==> config.mk <==
export PLATFORM = sky130hd
export DESIGN_NAME = semaphore_blocked_queue_table_core
export DESIGN_NICKNAME = d
export VERILOG_FILES = /design/src/rtl/sbq_pkg.sv /design/src/rtl/sbq_ctrl.sv /design/src/rtl/sbq_dpath.sv /design/src/rtl/semaphore_blocked_queue_table_core.sv
export SDC_FILE = /design/constraint.sdc
export NUM_CORES = 2
export LEC_CHECK = 0
export ABC_AREA = 0
export ABC_CLOCK_PERIOD_IN_PS = 3500
export BUFFER_PORTS_ARGS = -buffer_cell sky130_fd_sc_hd__buf_4
export CORE_MARGIN = 2
export CORE_UTILIZATION = 30
export DETAILED_ROUTE_END_ITERATION = 7
export GPL_ROUTABILITY_DRIVEN = 0
export HOLD_SLACK_MARGIN = 0.06
export SLEW_MARGIN = 10
export SYNTH_ARGS = -nofsm -noshare
export SYNTH_HDL_FRONTEND = slang
export SYNTH_SLANG_ARGS = --single-unit
==> constraint.sdc <==
create_clock -name i_clk -period 3.5 [get_ports i_clk]
set_input_delay 0.175 -clock i_clk [delete_from_list [all_inputs] [get_ports i_clk]]
set_output_delay 0.175 -clock i_clk [all_outputs]
set_load 0.01 [all_outputs]
==> src/rtl/sbq_pkg.sv <==
// Shared types and constants for the semaphore blocked-queue table.
// Used by the controller, the datapath and the top level.
`default_nettype none
package sbq_pkg;

    localparam int MAX_PROCS_DEF = 32;
    localparam int KEY_W         = 32;
    localparam int PID_W         = 5;

    typedef enum logic [1:0] {
        KIND_INSERT = 2'd0,
        KIND_RMFIRST = 2'd1,
        KIND_RMNAMED = 2'd2,
        KIND_PEEK = 2'd3
    } t_kind;

    typedef enum logic [1:0] {
        ST_OK = 2'd0,
        ST_FULL = 2'd1,
        ST_NOTFOUND = 2'd2,
        ST_BLOCKED = 2'd3
    } t_status;

    typedef enum logic [3:0] {
        S_IDLE,
        S_CHECK,
        S_SRCH,
        S_SWAIT,
        S_DEC,
        S_U1,
        S_U2,
        S_U3,
        S_U4,
        S_OUT
    } t_state;

    typedef enum logic [3:0] {
        OP_NOP,
        OP_LOAD,
        OP_SRCH,
        OP_APPEND,
        OP_CLAIM,
        OP_TGT_HEAD,
        OP_LD_LINKS,
        OP_UNLINK,
        OP_FIN
    } t_dp_op;

    typedef enum logic [1:0] {
        PO_ZERO,
        PO_HEAD,
        PO_TGT
    } t_pout_sel;

    typedef struct packed {
        t_dp_op    op;
        t_status   st;
        t_pout_sel po;
    } t_dp_cmd;

    typedef struct packed {
        t_kind kind;
        logic  key_zero;
        logic  p_oor;
        logic  bound_p;
        logic  hit;
        logic  last;
        logic  found;
        logic  free_ok;
    } t_dp_sts;

endpackage
`default_nettype wire

==> src/rtl/sbq_ctrl.sv <==
// Sequencer for the semaphore blocked-queue table.
// Depends on sbq_pkg; drives sbq_dpath through t_dp_cmd, reads t_dp_sts.
`default_nettype none
module sbq_ctrl
    import sbq_pkg::*;
(
    input  wire logic    i_clk,
    input  wire logic    i_rst_n,
    input  wire logic    i_valid,
    output logic         o_stall,
    output logic         o_valid,
    input  wire logic    i_stall,
    input  wire t_dp_sts i_sts,
    output t_dp_cmd      o_cmd
);

    t_state r_state, n_state;

    always_ff @(posedge i_clk) begin
        if (!i_rst_n) begin
            r_state <= S_IDLE;
        end else begin
            r_state <= n_state;
        end
    end

    always_comb begin
        n_state  = r_state;
        o_cmd.op = OP_NOP;
        o_cmd.st = ST_OK;
        o_cmd.po = PO_ZERO;
        o_stall  = (r_state != S_IDLE);
        o_valid  = (r_state == S_OUT);
        case (r_state)
            S_IDLE: begin
                if (i_valid) begin
                    o_cmd.op = OP_LOAD;
                    n_state  = S_CHECK;
                end
            end
            S_CHECK: begin
                o_cmd.op = OP_FIN;
                n_state  = S_OUT;
                case (i_sts.kind)
                    KIND_INSERT: begin
                        if (i_sts.key_zero || i_sts.p_oor) begin
                            o_cmd.st = ST_NOTFOUND;
                        end else if (i_sts.bound_p) begin
                            o_cmd.st = ST_BLOCKED;
                        end else begin
                            o_cmd.op = OP_NOP;
                            n_state  = S_SRCH;
                        end
                    end
                    KIND_RMNAMED: begin
                        if (i_sts.p_oor || !i_sts.bound_p) begin
                            o_cmd.st = ST_NOTFOUND;
                        end else begin
                            o_cmd.op = OP_NOP;
                            n_state  = S_U1;
                        end
                    end
                    default: begin
                        if (i_sts.key_zero) begin
                            o_cmd.st = ST_NOTFOUND;
                        end else begin
                            o_cmd.op = OP_NOP;
                            n_state  = S_SRCH;
                        end
                    end
                endcase
            end
            S_SRCH: begin
                o_cmd.op = OP_SRCH;
                if (i_sts.hit || i_sts.last) begin
                    n_state = S_SWAIT;
                end
            end
            S_SWAIT: begin
                n_state = S_DEC;
            end
            S_DEC: begin
                o_cmd.op = OP_FIN;
                n_state  = S_OUT;
                case (i_sts.kind)
                    KIND_INSERT: begin
                        if (i_sts.found) begin
                            o_cmd.op = OP_APPEND;
                        end else if (i_sts.free_ok) begin
                            o_cmd.op = OP_CLAIM;
                        end else begin
                            o_cmd.st = ST_FULL;
                        end
                    end
                    KIND_RMFIRST: begin
                        if (i_sts.found) begin
                            o_cmd.op = OP_TGT_HEAD;
                            n_state  = S_U1;
                        end else begin
                            o_cmd.st = ST_NOTFOUND;
                        end
                    end
                    default: begin
                        if (i_sts.found) begin
                            o_cmd.po = PO_HEAD;
                        end else begin
                            o_cmd.st = ST_NOTFOUND;
                        end
                    end
                endcase
            end
            S_U1: begin
                n_state = S_U2;
            end
            S_U2: begin
                o_cmd.op = OP_LD_LINKS;
                n_state  = S_U3;
            end
            S_U3: begin
                n_state = S_U4;
            end
            S_U4: begin
                // unlink writes and the result land on the same edge
                o_cmd.op = OP_UNLINK;
                o_cmd.po = PO_TGT;
                n_state  = S_OUT;
            end
            S_OUT: begin
                if (!i_stall) begin
                    n_state = S_IDLE;
                end
            end
            default: begin
                n_state = S_IDLE;
            end
        endcase
    end

endmodule
`default_nettype wire

==> src/rtl/sbq_dpath.sv <==
// Datapath of the semaphore blocked-queue table: descriptor and process
// stores, key search and list updates. Depends on sbq_pkg.
`default_nettype none
module sbq_dpath
    import sbq_pkg::*;
#(
    parameter int MAX_PROCS = MAX_PROCS_DEF
) (
    input  wire logic               i_clk,
    input  wire logic               i_rst_n,
    input  wire t_dp_cmd            i_cmd,
    input  wire logic [1:0]         i_kind,
    input  wire logic [KEY_W-1:0]   i_sem_key,
    input  wire logic [PID_W-1:0]   i_proc_id,
    output t_dp_sts                 o_sts,
    output logic [1:0]              o_status,
    output logic [PID_W-1:0]        o_proc_out
);

    localparam int IW = (MAX_PROCS > 1) ? $clog2(MAX_PROCS) : 1;
    localparam logic [IW-1:0] LAST_IDX = IW'(MAX_PROCS - 1);

    logic [KEY_W-1:0] m_key   [MAX_PROCS];
    logic [IW-1:0]    m_head  [MAX_PROCS];
    logic [IW-1:0]    m_tail  [MAX_PROCS];
    logic [IW-1:0]    m_next  [MAX_PROCS];
    logic [IW-1:0]    m_prev  [MAX_PROCS];
    logic [IW-1:0]    m_pdesc [MAX_PROCS];
    logic [MAX_PROCS-1:0] r_dvalid;
    logic [MAX_PROCS-1:0] r_bound;

    t_kind            r_kind;
    logic [KEY_W-1:0] r_key;
    logic [PID_W-1:0] r_pid;
    logic [IW-1:0]    r_tgt, r_d, r_f, r_nx, r_pv, r_sidx, r_cidx;
    logic             r_cvld, r_found, r_free_ok;
    logic [KEY_W-1:0] q_key;
    logic [IW-1:0]    q_head, q_tail, q_next, q_prev, q_pdesc;
    logic [1:0]       r_status;
    logic [PID_W-1:0] r_pout;
    logic [IW-1:0]    w_p;
    logic             w_hit, w_is_head, w_is_tail;

    assign w_p       = IW'(r_pid);
    assign w_hit     = r_cvld && r_dvalid[r_cidx] && (q_key == r_key);
    assign w_is_head = (q_head == r_tgt);
    assign w_is_tail = (q_tail == r_tgt);

    assign o_sts.kind     = r_kind;
    assign o_sts.key_zero = (r_key == '0);
    assign o_sts.p_oor    = (int'(r_pid) >= MAX_PROCS);
    assign o_sts.bound_p  = r_bound[w_p];
    assign o_sts.hit      = w_hit;
    assign o_sts.last     = r_cvld && (r_cidx == LAST_IDX);
    assign o_sts.found    = r_found;
    assign o_sts.free_ok  = r_free_ok;
    assign o_status       = r_status;
    assign o_proc_out     = r_pout;

    // registered reads
    always_ff @(posedge i_clk) begin
        q_key   <= m_key[r_sidx];
        q_head  <= m_head[r_d];
        q_tail  <= m_tail[r_d];
        q_next  <= m_next[r_tgt];
        q_prev  <= m_prev[r_tgt];
        q_pdesc <= m_pdesc[r_tgt];
    end

    always_ff @(posedge i_clk) begin
        case (i_cmd.op)
            OP_LOAD: begin
                r_kind  <= t_kind'(i_kind);
                r_key   <= i_sem_key;
                r_pid   <= i_proc_id;
                r_tgt   <= IW'(i_proc_id);
                r_sidx  <= '0;
            end
            OP_SRCH: begin
                if (r_sidx != LAST_IDX) begin
                    r_sidx <= r_sidx + 1'b1;
                end
                r_cidx <= r_sidx;
                if (w_hit) begin
                    r_d <= r_cidx;
                end
                if (r_cvld && !r_dvalid[r_cidx] && !r_free_ok) begin
                    r_f <= r_cidx;
                end
            end
            OP_TGT_HEAD: begin
                r_tgt <= q_head;
            end
            OP_LD_LINKS: begin
                r_d  <= q_pdesc;
                r_nx <= q_next;
                r_pv <= q_prev;
            end
            default: begin
            end
        endcase
    end

    always_ff @(posedge i_clk) begin
        if (!i_rst_n) begin
            r_cvld    <= 1'b0;
            r_found   <= 1'b0;
            r_free_ok <= 1'b0;
        end else if (i_cmd.op == OP_LOAD) begin
            r_cvld    <= 1'b0;
            r_found   <= 1'b0;
            r_free_ok <= 1'b0;
        end else if (i_cmd.op == OP_SRCH) begin
            r_cvld <= 1'b1;
            if (w_hit) begin
                r_found <= 1'b1;
            end
            if (r_cvld && !r_dvalid[r_cidx]) begin
                r_free_ok <= 1'b1;
            end
        end
    end

    // result register
    always_ff @(posedge i_clk) begin
        if (i_cmd.op == OP_FIN || i_cmd.op == OP_APPEND || i_cmd.op == OP_CLAIM ||
            i_cmd.op == OP_UNLINK) begin
            r_status <= i_cmd.st;
            case (i_cmd.po)
                PO_HEAD: r_pout <= PID_W'(q_head);
                PO_TGT:  r_pout <= PID_W'(r_tgt);
                default: r_pout <= '0;
            endcase
        end
    end

    always_ff @(posedge i_clk) begin
        if (i_cmd.op == OP_CLAIM) begin
            m_key[r_f] <= r_key;
        end
    end

    always_ff @(posedge i_clk) begin
        if (i_cmd.op == OP_CLAIM) begin
            m_head[r_f] <= w_p;
        end else if (i_cmd.op == OP_UNLINK && w_is_head && !w_is_tail) begin
            m_head[r_d] <= r_nx;
        end
    end

    always_ff @(posedge i_clk) begin
        if (i_cmd.op == OP_CLAIM) begin
            m_tail[r_f] <= w_p;
        end else if (i_cmd.op == OP_APPEND) begin
            m_tail[r_d] <= w_p;
        end else if (i_cmd.op == OP_UNLINK && w_is_tail && !w_is_head) begin
            m_tail[r_d] <= r_pv;
        end
    end

    always_ff @(posedge i_clk) begin
        if (i_cmd.op == OP_APPEND) begin
            m_next[q_tail] <= w_p;
        end else if (i_cmd.op == OP_UNLINK && !w_is_head && !w_is_tail) begin
            m_next[r_pv] <= r_nx;
        end
    end

    always_ff @(posedge i_clk) begin
        if (i_cmd.op == OP_APPEND) begin
            m_prev[w_p] <= q_tail;
        end else if (i_cmd.op == OP_UNLINK && !w_is_head && !w_is_tail) begin
            m_prev[r_nx] <= r_pv;
        end
    end

    always_ff @(posedge i_clk) begin
        if (i_cmd.op == OP_APPEND) begin
            m_pdesc[w_p] <= r_d;
        end else if (i_cmd.op == OP_CLAIM) begin
            m_pdesc[w_p] <= r_f;
        end
    end

    always_ff @(posedge i_clk) begin
        if (!i_rst_n) begin
            r_dvalid <= '0;
            r_bound  <= '0;
        end else begin
            case (i_cmd.op)
                OP_CLAIM: begin
                    r_dvalid[r_f] <= 1'b1;
                    r_bound[w_p]  <= 1'b1;
                end
                OP_APPEND: begin
                    r_bound[w_p] <= 1'b1;
                end
                OP_UNLINK: begin
                    // drop the descriptor when its last process leaves
                    if (w_is_head && w_is_tail) begin
                        r_dvalid[r_d] <= 1'b0;
                    end
                    r_bound[r_tgt] <= 1'b0;
                end
                default: begin
                end
            endcase
        end
    end

endmodule
`default_nettype wire

==> src/rtl/semaphore_blocked_queue_table_core.sv <==
// Semaphore blocked-queue table: a pool of keyed descriptors, each holding
// a FIFO of blocked processes. Usage notes:
//   Request channel: i_valid / o_stall with i_kind, i_sem_key, i_proc_id.
//   Result channel:  o_valid / i_stall with o_status, o_proc_out.
//   One request is worked at a time; o_stall stays high from acceptance
//   until its result has been taken.
//   Steps: requests settled without a key lookup go from the check state
//   straight to the result; insert and peek run a key search (it reads one
//   descriptor key per cycle from the key memory, registered behind the
//   address, and stops at a match or at the last descriptor); remove first
//   adds link reads after the search; remove named skips the search and
//   goes straight to the link reads.
//   The result is held in a register with o_valid high until i_stall is
//   low; the payload does not change while stalled.
//   Reset (i_rst_n low, synchronous) frees all descriptors and unbinds all
//   processes at once through valid bits; no clearing pass is needed.
// Depends on sbq_pkg, sbq_ctrl and sbq_dpath.
`default_nettype none
module semaphore_blocked_queue_table_core
    import sbq_pkg::*;
#(
    parameter int MAX_PROCS = MAX_PROCS_DEF
) (
    input  wire logic             i_clk,
    input  wire logic             i_rst_n,
    input  wire logic             i_valid,
    output logic                  o_stall,
    input  wire logic [1:0]       i_kind,
    input  wire logic [KEY_W-1:0] i_sem_key,
    input  wire logic [PID_W-1:0] i_proc_id,
    output logic                  o_valid,
    input  wire logic             i_stall,
    output logic [1:0]            o_status,
    output logic [PID_W-1:0]      o_proc_out
);

    t_dp_cmd w_cmd;
    t_dp_sts w_sts;

    sbq_ctrl u_ctrl (
        .i_clk   (i_clk),
        .i_rst_n (i_rst_n),
        .i_valid (i_valid),
        .o_stall (o_stall),
        .o_valid (o_valid),
        .i_stall (i_stall),
        .i_sts   (w_sts),
        .o_cmd   (w_cmd)
    );

    sbq_dpath #(
        .MAX_PROCS (MAX_PROCS)
    ) u_dpath (
        .i_clk      (i_clk),
        .i_rst_n    (i_rst_n),
        .i_cmd      (w_cmd),
        .i_kind     (i_kind),
        .i_sem_key  (i_sem_key),
        .i_proc_id  (i_proc_id),
        .o_sts      (w_sts),
        .o_status   (o_status),
        .o_proc_out (o_proc_out)
    );

endmodule
`default_nettype wire
==> results.txt <==
DR WL/cell - 24.4 um
drt initial violations - 3991
dpl hpwl - 112000 um
Post-synth EDFFs - 1905
worst setup margin - 199 ps
core area - 263000 sq um
Final #Nets - 4502
H-tree Lvls - 4
Die ar. - 269000 sq um
Power per Cell Area - 692 nW/um^2
Peak Freq - 303 MHz
setup TNS - 0 ps
Critical Path RT - 4000 ps
Slew Limit Fails - 0
Worst-Margin Slew - 928 ps
setup violators final - 0
DRT antenna net count - 0
Synth top area share - 72.0%
total CTS buffers - 198
DRT Pass-1 Iters - 6
dpl ws - 4.33 ps
Worst Hold Class - input port to flip-flop
FP Rows - 188
area grow syn2layout - 16.6%
Final Hold Fails - 0
unrepaired setup endpoints after global routing - no
Synth Instances - 4209
clk_lat worst skew - 860 ps
IO Port Bufs - 51
CP max FO - 11
asr flop ratio synth - 0%
worst endpoint data arrival time - 3800 ps
slew margin rel. - 38.0%
status - completed
synthesized net count - 4256
die extent in x - 518 um
largest net degree at the start of global routing - 87
commonest non-fill, non-tap cell in the layout - edfxtp_1
Worst setup EP type - flip-flop
most frequent cells in the layout - 1905 x edfxtp_1, 339 x mux4_2, 216 x mux2i_1
type of the worst setup path - flip-flop to flip-flop
fin crit period - 3300 ps
top_reg_cell synth - edfxtp_1
antenna violations before repair - 9
Worst Setup Start Kind - flip-flop
final wirelength - 199000 um
gr ovfl total - 0
highest ir drop seen on vdd - 0.550 mV
Max Root-Sink Buffers - 4
static leakage - 28.8 nW
Die Y-Extent - 518 um
Seq cells post-synth - 2033
Area contributors post-synth - edfxtp_1 72%, mux4_2 9.6%, dfxtp_1 3.2%
post-synthesis sequential area ratio - 75.3%
vias in the first global route - 41.3k
detailed-route via count - 41.2k
max-capacitance violation count - 0
Via density - 5.07
synthesized area - 79400 sq um
Setup Fix Bufs, Post-CTS - 0
CTS tree - built
Reg clk slew, reported paths - 70 ps
DRC - 0
CTS root buf - clkbuf_16
total power - 64.0 mW
first-pass GRT wire length - 288000 um
clk_skew - 49.1 ps
clock sink count - 2033
starting density of the core - 30.2%
synth warn - 0
global router's overall resource usage - 14.3%
io pins - 52
Tcrit/Tclk final - 94.3%
syn_area_per_cell - 18.9 sq um
layout cells sized above 1 - 22.9%
Unique masters post-synth - 62
area leader, netlist - edfxtp_1
[stage by stage]
step	hold slack (ps)	std cells	instance area, sq um	util (%)
global placement	355	7706	85400	32.5
CTS	68.9	8126	92600	35.2
detailed placement	355	7706	85400	32.5
finish	121	8128	92600	35.2
floorplan	274	4209	79400	-
global route	92.8	8128	92600	35.2
[kinds of logic after synthesis]
family / count (synthesis) / synth area share, %
mux: 674 / 14.0
compound gates: 620 / 5.26
buf+inv: 278 / 1.50
simple gates: 556 / 3.39
xor+xnor: 44 / 0.485
fa+ha+maj: 4 / 0.0630
flops: 2033 / 75.3
[critical path, stage by stage, from the launching register on]
cell	delay, ps
edfxtp_1	750
mux4_2	610
mux4_2	480
mux2i_1	540
nand3_1	200
nor2_1	370
[final timing paths]
check / end / slack [ps] / cells past startpoint / start
worst max-delay path: u_dpath.r_f[3] / 200 / 5 / u_dpath.r_cidx[0]
worst min-delay path: u_dpath.r_key[13] / 120 / 2 / i_sem_key[13]
worst max register to register: u_dpath.r_f[3] / 200 / 5 / u_dpath.r_cidx[0]
worst min register to register: u_dpath.r_pv[1] / 410 / 0 / u_dpath.q_prev[1]
[registers in the layout (all words and copies together), names as in the netlist, 32 cells and up]
name              count
u_dpath.r_dvalid     32
u_dpath.m_tail      160
u_dpath.r_key        32
u_dpath.r_bound      32
u_dpath.m_key      1024
u_dpath.m_pdesc     160
u_dpath.m_next      160
u_dpath.m_head      160
u_dpath.m_prev      160
u_dpath.q_key        32
[layer usage]
| layer | vias up | routed length, um | track usage, % |
|---|---|---|---|
| li1 | 17723 | - | - |
| met1 | 21691 | 84800 | 19.5 |
| met4 | 6 | 4900 | 3.75 |
| met2 | 1463 | 95300 | 23.3 |
| met5 | - | 38 | 0 |
| met3 | 304 | 13600 | 2.67 |
[timing repair]
action                                  4_1_cts  5_1_grt
gates resized for setup                       1        0
endpoints found under the setup margin        5        0
hold buffers                                 64        0
hold endpoints to repair                    113        0
[Yosys cell counts (5+ instances only)]
cell and number:
o221ai_1 81, a211oi_1 33, nand3_1 46, a31oi_2 10
nand3b_1 18, buf_4 10, buf_1 33, and2_1 7
nor4_1 16, or3b_2 10, xor2_1 39, a21oi_1 120
o21ai_0 109, clkbuf_1 131, nor3b_1 9, nor2_1 236
nor3_1 15, nand4_1 31, o211ai_1 24, nand2_1 115
inv_1 33, a22oi_1 108, o22ai_1 70, and3_1 11
xnor2_1 5, o21ai_1 15, dfxtp_1 128, mux2_2 115
mux2i_1 216, a21o_1 32, nand2b_1 5, buf_2 66
mux4_2 339, edfxtp_1 1905, or3_1 8, nor2_2 9
[area by class of cell]
class | count | area (sq um)
diodes | 2 | 5.00
fillers | 24254 | 170000
multi-input cells | 1898 | 18700
well taps | 3515 | 4400
clock inverters | 99 | 1200
clock buffers | 257 | 5350
inverters | 34 | 128
flip-flops and latches | 2033 | 59800
repair buffers | 290 | 2990
[where the power goes]
part / switching, mW / internal (mW)
sequential: 0.636 / 28.5
clock: 9.17 / 12.6
combinational: 8.00 / 5.06
Power figures use the tool's default switching activity.
